--- config.mk ---
export PLATFORM = sky130hd
export DESIGN_NAME = byte_ring_buffer_unit
export DESIGN_NICKNAME = d
export VERILOG_FILES = /design/src/hdl/brb_pkg.sv /design/src/hdl/byte_ring_buffer_unit.sv /design/src/hdl/brb_ram.sv
export SDC_FILE = /design/constraint.sdc
export NUM_CORES = 2
export LEC_CHECK = 0
export BUFFER_PORTS_ARGS = -buffer_cell sky130_fd_sc_hd__buf_2
export CORE_ASPECT_RATIO = 0.5
export CORE_UTILIZATION = 50
export DETAILED_ROUTE_END_ITERATION = 8
export PLACE_DENSITY = 0.62
export SYNTH_ARGS = -nofsm -noshare
export SYNTH_HDL_FRONTEND = slang
export SYNTH_SLANG_ARGS = --single-unit
--- constraint.sdc ---
create_clock -name clk_i -period 10.5 [get_ports clk_i]
set_input_delay 2.1 -clock clk_i [delete_from_list [all_inputs] [get_ports clk_i]]
set_output_delay 2.1 -clock clk_i [all_outputs]
set_load 0.02 [all_outputs]
--- src/hdl/brb_pkg.sv ---
// Shared types and constants for the byte ring buffer.
// No dependencies; imported by brb_ram and byte_ring_buffer_unit.
package brb_pkg;

  localparam int unsigned LenW     = 4;   // width of length and read_count
  localparam int unsigned DataW    = 64;  // width of packed byte fields
  localparam int unsigned ByteW    = 8;
  localparam int unsigned ByteIdxW = 3;   // selects one byte of a packed field

  typedef enum logic {
    OP_WRITE = 1'b0,
    OP_READ  = 1'b1
  } brb_op_e;

  typedef enum logic [1:0] {
    ST_IDLE,
    ST_WRITE,
    ST_READ,
    ST_DONE
  } brb_state_e;

endpackage

--- src/hdl/byte_ring_buffer_unit.sv ---
// Byte ring buffer top level: control, index registers and result register.
// Depends on brb_pkg and brb_ram (the byte store).
//
// Usage: one input channel (in_valid_i/in_ready_o) carries items: a write
// chunk (opcode 0) of up to CHUNK_BYTES packed bytes, or a read request
// (opcode 1) for up to that many bytes. Lengths above CHUNK_BYTES saturate.
// Every item gives exactly one result beat on the output channel
// (out_valid_o/out_ready_i): write_accepted for writes, read_count and
// read_bytes for reads. A write that does not fit in the free space
// (STORE_BYTES - 1 minus occupancy) is refused whole.
// The store is a single byte-wide RAM, moved one byte per cycle. A stored
// write moves len bytes into the store and a read moves len bytes out, where
// len is after saturation and, for reads, clamping to the occupancy; an item
// that moves no byte (refused or zero-length write, empty or zero-length read)
// goes straight to its result. The result beat goes valid in the same cycle
// that the next item can be accepted. One item is in flight at a time;
// in_ready_o is high only between items.
// The result sits in an output register, so a stalled receiver does not hold
// the input: the next item is taken and worked on, and only its own result
// waits until the previous beat leaves.
// Reset clears both indexes (buffer empty) and the output valid; the byte
// store is not cleared and needs no sweep, since only written bytes are read.
module byte_ring_buffer_unit #(
  parameter int unsigned STORE_BYTES = 256,
  parameter int unsigned CHUNK_BYTES = 8
) (
  input  logic                      clk_i,
  input  logic                      rst_ni,
  input  logic                      in_valid_i,
  output logic                      in_ready_o,
  input  logic                      opcode_i,
  input  logic [brb_pkg::LenW-1:0]  length_i,
  input  logic [brb_pkg::DataW-1:0] write_bytes_i,
  output logic                      out_valid_o,
  input  logic                      out_ready_i,
  output logic                      write_accepted_o,
  output logic [brb_pkg::LenW-1:0]  read_count_o,
  output logic [brb_pkg::DataW-1:0] read_bytes_o
);
  import brb_pkg::*;

  localparam int unsigned IdxW = (STORE_BYTES > 1) ? $clog2(STORE_BYTES) : 1;
  localparam int unsigned CntW = ((IdxW > LenW) ? IdxW : LenW) + 1;

  brb_state_e state_q, state_d;

  logic [IdxW-1:0]  ridx_q, ridx_d;
  logic [IdxW-1:0]  widx_q, widx_d;
  logic [LenW-1:0]  cnt_q, cnt_d;
  logic [LenW-1:0]  k_q, k_d;
  logic [DataW-1:0] wdata_q, wdata_d;
  logic [DataW-1:0] rdata_q;
  logic             acc_q, acc_d;
  logic             rd_pend_q;
  logic [ByteIdxW-1:0] rd_pos_q;

  logic             out_valid_q, out_valid_d;
  logic             out_acc_q;
  logic [LenW-1:0]  out_cnt_q;
  logic [DataW-1:0] out_data_q;
  logic             out_load;

  logic             mem_we, mem_re;
  logic [ByteW-1:0] mem_rdata;

  logic [LenW-1:0]  len_sat;
  logic [CntW-1:0]  w_ext, r_ext, occ, free_space, len_ext;
  logic             fits;
  logic [LenW-1:0]  rd_n;
  logic             in_fire;

  function automatic logic [IdxW-1:0] idx_inc(input logic [IdxW-1:0] idx);
    return (idx == IdxW'(STORE_BYTES - 1)) ? '0 : idx + 1'b1;
  endfunction

  assign in_ready_o = (state_q == ST_IDLE);
  assign in_fire    = in_valid_i && in_ready_o;

  assign len_sat    = (length_i > LenW'(CHUNK_BYTES)) ? LenW'(CHUNK_BYTES) : length_i;
  assign w_ext      = CntW'(widx_q);
  assign r_ext      = CntW'(ridx_q);
  assign occ        = (w_ext >= r_ext) ? (w_ext - r_ext)
                                       : (w_ext + CntW'(STORE_BYTES) - r_ext);
  assign free_space = CntW'(STORE_BYTES - 1) - occ;
  assign len_ext    = CntW'(len_sat);
  assign fits       = (len_ext <= free_space);
  assign rd_n       = (len_ext < occ) ? len_sat : occ[LenW-1:0];

  assign out_load   = (state_q == ST_DONE) && !rd_pend_q && (!out_valid_q || out_ready_i);

  always_comb begin
    state_d     = state_q;
    ridx_d      = ridx_q;
    widx_d      = widx_q;
    cnt_d       = cnt_q;
    k_d         = k_q;
    wdata_d     = wdata_q;
    acc_d       = acc_q;
    mem_we      = 1'b0;
    mem_re      = 1'b0;
    out_valid_d = out_valid_q;

    if (out_valid_q && out_ready_i) begin
      out_valid_d = 1'b0;
    end

    case (state_q)
      ST_IDLE: begin
        if (in_fire) begin
          k_d     = '0;
          wdata_d = write_bytes_i;
          if (brb_op_e'(opcode_i) == OP_WRITE) begin
            acc_d   = fits;
            cnt_d   = '0;
            if (fits && (len_sat != '0)) begin
              cnt_d   = len_sat;
              state_d = ST_WRITE;
            end else begin
              state_d = ST_DONE;
            end
          end else begin
            acc_d = 1'b0;
            cnt_d = rd_n;
            state_d = (rd_n != '0) ? ST_READ : ST_DONE;
          end
        end
      end
      ST_WRITE: begin
        mem_we = 1'b1;
        widx_d = idx_inc(widx_q);
        k_d    = k_q + 1'b1;
        if (k_q == cnt_q - 1'b1) begin
          state_d = ST_DONE;
        end
      end
      ST_READ: begin
        mem_re = 1'b1;
        ridx_d = idx_inc(ridx_q);
        k_d    = k_q + 1'b1;
        if (k_q == cnt_q - 1'b1) begin
          state_d = ST_DONE;
        end
      end
      ST_DONE: begin
        // hold until the last read byte lands and the output slot is free
        if (out_load) begin
          out_valid_d = 1'b1;
          state_d     = ST_IDLE;
        end
      end
      default: begin
        state_d = ST_IDLE;
      end
    endcase
  end

  always_ff @(posedge clk_i or negedge rst_ni) begin
    if (!rst_ni) begin
      state_q     <= ST_IDLE;
      ridx_q      <= '0;
      widx_q      <= '0;
      out_valid_q <= 1'b0;
      rd_pend_q   <= 1'b0;
    end else begin
      state_q     <= state_d;
      ridx_q      <= ridx_d;
      widx_q      <= widx_d;
      out_valid_q <= out_valid_d;
      rd_pend_q   <= mem_re;
    end
  end

  always_ff @(posedge clk_i) begin
    cnt_q    <= cnt_d;
    k_q      <= k_d;
    wdata_q  <= wdata_d;
    acc_q    <= acc_d;
    rd_pos_q <= k_q[ByteIdxW-1:0];
    if (in_fire) begin
      rdata_q <= '0;
    end else if (rd_pend_q) begin
      rdata_q[rd_pos_q*ByteW +: ByteW] <= mem_rdata;
    end
    if (out_load) begin
      out_acc_q  <= acc_q;
      // a stored write carries its length in cnt_q; report no read count
      out_cnt_q  <= acc_q ? '0 : cnt_q;
      out_data_q <= rdata_q;
    end
  end

  brb_ram #(
    .Depth (STORE_BYTES),
    .AddrW (IdxW)
  ) u_store (
    .clk_i   (clk_i),
    .we_i    (mem_we),
    .waddr_i (widx_q),
    .wdata_i (wdata_q[k_q[ByteIdxW-1:0]*ByteW +: ByteW]),
    .re_i    (mem_re),
    .raddr_i (ridx_q),
    .rdata_o (mem_rdata)
  );

  assign out_valid_o      = out_valid_q;
  assign write_accepted_o = out_acc_q;
  assign read_count_o     = out_cnt_q;
  assign read_bytes_o     = out_data_q;

endmodule

--- src/hdl/brb_ram.sv ---
// Simple dual-port byte memory, one write and one read port, registered read.
// Depends on brb_pkg for the byte width.
module brb_ram #(
  parameter int unsigned Depth = 256,
  parameter int unsigned AddrW = 8
) (
  input  logic                      clk_i,
  input  logic                      we_i,
  input  logic [AddrW-1:0]          waddr_i,
  input  logic [brb_pkg::ByteW-1:0] wdata_i,
  input  logic                      re_i,
  input  logic [AddrW-1:0]          raddr_i,
  output logic [brb_pkg::ByteW-1:0] rdata_o
);
  import brb_pkg::*;

  logic [ByteW-1:0] mem_q [Depth];
  logic [ByteW-1:0] rdata_q;

  always_ff @(posedge clk_i) begin
    if (we_i) begin
      mem_q[waddr_i] <= wdata_i;
    end
  end

  always_ff @(posedge clk_i) begin
    if (re_i) begin
      rdata_q <= mem_q[raddr_i];
    end
  end

  assign rdata_o = rdata_q;

endmodule
### Word-level counts from Yosys, hierarchy flattened

Memory sizes are Yosys's and may differ from the RTL's. A register that Yosys moved wholly into a read port is not among the register bits.
Cells that the tools add are included.

* reduce and logical (&&, ||, !) cells: 16
* eq/ne operators: 9
* muxes and demuxes: 24
* add/sub/neg operators: 9
* shift-type cells: 3
* order comparisons: 4

Operator list (number)
* 64-bit bitwise mux: 1
* 8-bit by 34-bit variable shift with 64-bit output, first input constant: 1
* 64-bit by 7-bit indexed part select with 8-bit output: 1
* 8-bit by 34-bit indexed part select with 64-bit output: 1
* 6-bit negator with 34-bit output: 1
* 4-bit two-way mux: 5
* 8-bit by 1-bit adder with 8-bit output, second input constant: 2
* 8-bit equality test, second input constant: 2
* 8-bit two-way mux: 2
* 2-bit two-way mux: 5
* 8-bit by 9-bit adder with 9-bit output, second input constant: 1
* 4-bit by 9-bit <= comparator with 1-bit output: 1
* 4-bit by 9-bit less-than comparator with 1-bit output: 1
* 9-bit two-way mux: 1
* 8-bit by 8-bit subtractor with 9-bit output: 1
* 8-bit by 9-bit subtractor with 9-bit output, first input constant: 1
* 9-bit by 8-bit subtractor with 9-bit output: 1
* 8-bit >= comparator: 1
* 1-bit two-way mux: 8
* 4-bit case mux with 2 select lines: 1
* 4-bit nonzero test: 2
* 2-bit case mux with 3 select lines: 1
* 1-bit logical AND: 5
* 4-bit by 1-bit adder with 4-bit output, second input constant: 1
* other kinds (14): 18

* memory bits (writable): 2048
* memories kept: 1
* bits in registers: 229
* input bits: 73
* output and inout port bits: 71

Memory list
* u_store.mem_q: depth 256, bits a word 8, read ports 1, clocked after memory_dff 1, wr ports 1, RTL line brb_ram.sv:17 `logic [ByteW-1:0] mem_q [Depth];`

### Depth between registers and ports, before layout

* depth in word-level cells: 10
* gate-level depth with buffers: 16

### Cells and area by module

A second synthesis with hierarchy kept.

* cells, all modules: 4382
* area total of the unflattened synthesis: 88805.2 um2

Modules (own cells, without submodules)
* brb_ram: instances 1, seq. area each 61739.2 um2, cells an instance 3733, area each 79636.4 um2
* byte_ring_buffer_unit: instances 1, seq. area each 6105.9 um2, cells an instance 649, area each 9168.8 um2

### Worst setup path after synthesis

No wires, ideal clock.

* kind: in2reg
* start point: input in_valid_i
* end point: register acc_q (enable)
* required time: 10039 ps
* slack: 5717 ps
* arrival time: 4323 ps
* path buffers: 1
* cell stages on the path: 2
* path through: and2_1 -> clkbuf_1

* longest elaborated chain between the ends: 2

RTL lines
* from (decl): RTL line byte_ring_buffer_unit.sv:29 `input logic in_valid_i,`
* 1-bit logical AND: RTL line byte_ring_buffer_unit.sv:77 `assign in_fire = in_valid_i && in_ready_o;`
* via in_fire: RTL line byte_ring_buffer_unit.sv:70 `logic in_fire;`
* 2-bit AND reduction (no source line)
* to (signal assigned): RTL line byte_ring_buffer_unit.sv:177 `acc_q <= acc_d;`
* to (decl): RTL line byte_ring_buffer_unit.sv:53 `logic acc_q, acc_d;`

The timed path passes the listed nets, and every way through them passes these cells.
A chain may end at the register's enable or synchronous reset.

==> results summary <==
The netlist area before placement is just under 90000 um^2. Cells with a size suffix above 1 make up 21.7% of the layout. The global route total overflow is 0. The dominant combinational cell family by area after synthesis is multiplexers. The analysis attributes to cell leakage a power of between 30 and 40 nW. The total I/O pin count is 144. The clock transition at the register clock pins on the worst setup and hold paths after CTS came out at roughly 0.060 ns. The port buffer count is approximately 140. CTS placed an instance of sky130_fd_sc_hd__clkbuf_16 at the clock tree root. The worst-case clock skew came out at 0.0487 ns.

Synthesis inferred 2285 register bits. The clock tree from TritonCTS is yes. The sink count of the clock tree is 2285. The worst hold path belongs to the class register to register. The number of CTS-inserted buffers is ~200.

The final count of hold timing violations is 0. In this run the deepest clock path goes through 4 buffers. Excluding fillers, the count of instances in the completed layout stands at between 7000 and 8000. Dividing the detail-routed wire length by the instance count gives 34.2 um. The clock network latency to the later pin of the worst-skew pair is 0.86 ns. The number of gates given a new drive strength after cts is 0.

The number of rows created at floorplan is ~110. The number of global-route vias before repair is 44823. The portion of netlist area occupied by mux cells came out at between 10% and 20%. The core region is 177000 um^2. The number of antenna violations at the first check in global routing came out at 8. The overall power after layout came out at 30.3 mW. The die width is about 600 um. The DRC marker count from the first detailed-route iteration came out at 6515. The largest net degree at the start of global routing came out at 107. The synthesized netlist devotes 0.187% of its cell area to XOR and XNOR gates.

Along the worst hold path, the cell count comes to 0. The starting density of the core is 50.4%. The highest clock frequency the design can meet is between 150 and 200 MHz. The routability-driven placement congestion ratio came out at between 0.8 and 0.9.

The number of instances in the synthesized netlist is 4385. The area growth from synthesis to layout is 10.9%. Measured along the y axis, the die boundary spans 300 um.

The top fanout value on the critical path is 100. Summing the sequential cell areas from Yosys gives between 70% and 80% of the chip area. The data arrival at the endpoint of the critical path came out at 6.27 ns.

The type of the worst setup path is register to register. The final HPWL from detailed placement came out at 150 mm. The area share of and/or/nand/nor cells after synthesis is 3.11%. The required time reported for the critical path endpoint is ~11 ns. The max-slew headroom at the worst pin came out at 3.10%. The first-pass iteration count of the detailed router came out at 5.

Summing the areas of all fa, ha and maj instances in the mapped netlist gives less than 1% of the synthesized area. The number of max-slew violations in the final report is 0. The final-layout fill cell count came out at 13186. The Yosys step of the flow raised 0 warnings. The count of nets left with antenna violations once routing finished came out at 0. After detailed routing, the number of remaining DRC violations is 0. The area fraction in compound gates after synthesis came out at approximately 3.2%. The final clock period utilization by the worst path came out at 54.2%.

For the pin with the worst max-slew slack, the measured transition is 1.42 ns. The count of vias placed by the detailed router came out at 46022. The hold buffer count at CTS came out at 0. The placement-stage cell area came out at 92200 um^2. The worst supply voltage drop on vdd came out at 464 uV. The worst setup path is launched from a register. The clock period could shrink to 5.69 ns. The final reports fail on capacitance limit. Across the run, the number of max-cap violations was 1.

The synthesized area per cell is 20.3 um^2. The final cell area excluding filler cells came out at 98700 um^2. The flow ran to the end, but the final reports show violations. The number of enable flip-flop cells after synthesis came out at 2198. The detail-routed via count per cell came out at 6.45.

The final wirelength came out at 244 mm. The count of endpoints failing setup in the final report is 0. The die area is between 150000 and 200000 um^2. The depth of the most critical reg-to-reg path is 8. Setup repair after global routing left no endpoint under its margin.

The maximum level of the CTS H-tree came out at 4. The number of placed cells counting well taps came out at 6756. After routing, the total negative slack on setup checks comes to 0 ns.

The wire length of the first global-routing pass is 341 mm. The worst setup path is captured at a register. The layout net count came out at 4683. The netlist uses 81 different library cells. The post-synth net total came out at 4490. The most used flip-flop cell after synthesis is sky130_fd_sc_hd__edfxtp_1. In this run the power density over the cells is 307 nW/um^2. The aggregate global-route resource usage came out at 27.1%. The fraction of synthesis flops using an asynchronous set or reset pin is 0.875%. The post-layout utilization of the core came out at between 50% and 60%. The number of setup buffers added after CTS is 0.
-- registers in the layout (all words and copies together), names as in the netlist --
name / cells
read_bytes_o: 64
rd_pos_q: 3
cnt_q: 4
widx_q: 8
rd_pend_q: 1
wdata_q: 64
u_store.rdata_o: 8
write_accepted_o: 1
u_store.mem_q: 2048
k_q: 4
rdata_q: 64
acc_q: 1
out_valid_o: 1
read_count_o: 4
ridx_q: 8
state_q: 2
-- through the flow --
stage	setup WS, ns	hold slack (ns)
after floorplan	5.72	0.371
after global placement	4.88	0.415
after detailed placement	4.90	0.415
after CTS	4.86	0.431
after global routing	4.71	0.433
final	4.81	0.430
-- routing by layer --
metal	global-route usage, %	vias to the layer above	routed length, um
met5	0	-	62
li1	-	18432	-
met3	8.80	397	30900
met4	6.37	10	5970
met1	39.4	24433	98800
met2	39.9	2750	108000
-- layout by cell type (no fill, tap or decap), types with 19 or more instances in the layout --
| cell type | netlist | layout |
|---|---|---|
| sky130_fd_sc_hd__nand2_1 | 134 | 134 |
| sky130_fd_sc_hd__mux2i_1 | 219 | 219 |
| sky130_fd_sc_hd__a221oi_1 | 24 | 24 |
| sky130_fd_sc_hd__edfxtp_1 | 2198 | 2198 |
| sky130_fd_sc_hd__dfxtp_1 | 67 | 67 |
| sky130_fd_sc_hd__nor2b_1 | 27 | 25 |
| sky130_fd_sc_hd__a22o_1 | 22 | 22 |
| sky130_fd_sc_hd__clkinv_2 | 0 | 19 |
| sky130_fd_sc_hd__clkinv_1 | 4 | 57 |
| sky130_fd_sc_hd__nand3_1 | 38 | 33 |
| sky130_fd_sc_hd__o22ai_1 | 34 | 34 |
| sky130_fd_sc_hd__o221ai_1 | 25 | 25 |
| sky130_fd_sc_hd__mux4_2 | 467 | 467 |
| sky130_fd_sc_hd__a21oi_1 | 72 | 72 |
| sky130_fd_sc_hd__buf_4 | 21 | 96 |
| sky130_fd_sc_hd__ha_1 | 31 | 31 |
| sky130_fd_sc_hd__clkbuf_1 | 119 | 49 |
| sky130_fd_sc_hd__buf_2 | 49 | 144 |
| sky130_fd_sc_hd__o21ai_0 | 38 | 38 |
| sky130_fd_sc_hd__inv_1 | 24 | 23 |
| sky130_fd_sc_hd__clkbuf_16 | 0 | 207 |
| sky130_fd_sc_hd__a22oi_1 | 70 | 70 |
| sky130_fd_sc_hd__nor2_1 | 357 | 355 |
| sky130_fd_sc_hd__a211oi_1 | 40 | 39 |
| sky130_fd_sc_hd__bufinv_16 | 0 | 21 |
-- synthesized netlist by cell type (14+ instances only) --
cell type | number | area, um^2
sky130_fd_sc_hd__nand3_1 | 38 | 190
sky130_fd_sc_hd__dfxtp_1 | 67 | 1340
sky130_fd_sc_hd__mux2_2 | 15 | 169
sky130_fd_sc_hd__mux4_2 | 467 | 10500
sky130_fd_sc_hd__nand2_1 | 134 | 503
sky130_fd_sc_hd__a21oi_1 | 72 | 360
sky130_fd_sc_hd__o21ai_0 | 38 | 190
sky130_fd_sc_hd__nor2b_1 | 27 | 169
sky130_fd_sc_hd__buf_4 | 21 | 158
sky130_fd_sc_hd__edfxtp_1 | 2198 | 66000
sky130_fd_sc_hd__a2111oi_0 | 18 | 158
sky130_fd_sc_hd__o221ai_1 | 25 | 219
sky130_fd_sc_hd__a22o_1 | 22 | 193
sky130_fd_sc_hd__dfrtp_1 | 20 | 500
sky130_fd_sc_hd__buf_1 | 19 | 71.3
sky130_fd_sc_hd__mux2i_1 | 219 | 2190
sky130_fd_sc_hd__clkbuf_1 | 119 | 447
sky130_fd_sc_hd__a22oi_1 | 70 | 526
sky130_fd_sc_hd__inv_1 | 24 | 90.1
sky130_fd_sc_hd__ha_1 | 31 | 388
sky130_fd_sc_hd__mux4_1 | 14 | 368
sky130_fd_sc_hd__nor2_1 | 357 | 1340
sky130_fd_sc_hd__a221oi_1 | 24 | 210
sky130_fd_sc_hd__o22ai_1 | 34 | 213
sky130_fd_sc_hd__buf_6 | 38 | 428
sky130_fd_sc_hd__buf_2 | 49 | 245
sky130_fd_sc_hd__a211oi_1 | 40 | 300
-- logic make-up after synthesis --
kind of cell / count (synthesis)
AND/OR/NAND/NOR: 639
adder cells (fa/ha/maj): 32
flip-flops: 2285
AO/OA/AOI/OAI: 405
multiplexers: 715
buffers and inverters: 290
XOR/XNOR: 19
-- worst paths after layout --
path / slack, ns / to / startpoint
max in group asynchronous: 8.68 / ridx_q[1] / rst_ni
worst max-delay path: 4.81 / u_store.rdata_o[7] / ridx_q[0]
min in group asynchronous: 1.29 / out_valid_o / rst_ni
worst min register to register: 0.43 / read_bytes_o[25] / rdata_q[25]
worst min-delay path: 0.43 / read_bytes_o[25] / rdata_q[25]
worst max register to register: 4.81 / u_store.rdata_o[7] / ridx_q[0]
-- critical path, stage by stage (launching register included) --
cell,delay (ns)
sky130_fd_sc_hd__dfrtp_4,0.77
sky130_fd_sc_hd__buf_12,0.67
sky130_fd_sc_hd__buf_4,0.69
sky130_fd_sc_hd__mux4_2,0.60
sky130_fd_sc_hd__mux2i_1,0.80
sky130_fd_sc_hd__o32ai_1,0.32
sky130_fd_sc_hd__a2111oi_0,1.06
sky130_fd_sc_hd__o2bb2ai_1,0.19
sky130_fd_sc_hd__mux2i_1,0.10
-- power breakdown --
| group | total [mW] | switching, mW | internal, mW |
|---|---|---|---|
| clock | 7.49 | 3.29 | 4.20 |
| combinational | 9.74 | 6.81 | 2.93 |
| sequential | 13.1 | 0.411 | 12.7 |
| total | 30.3 | 10.5 | 19.8 |
-- final cells by class --
| class | count | area [um^2] | area share, % |
|---|---|---|---|
| diodes | 5 | 12.5 | 0.0127 |
| inverters | 30 | 115 | 0.117 |
| well taps | 2386 | 2990 | 3.02 |
| clock inverters | 105 | 1040 | 1.05 |
| multi-input cells | 1810 | 19700 | 19.9 |
| clock buffers | 266 | 5500 | 5.57 |
| flip-flops and latches | 2285 | 67900 | 68.7 |
| repair buffers | 246 | 1560 | 1.58 |
Power figures use the tool's default switching activity.
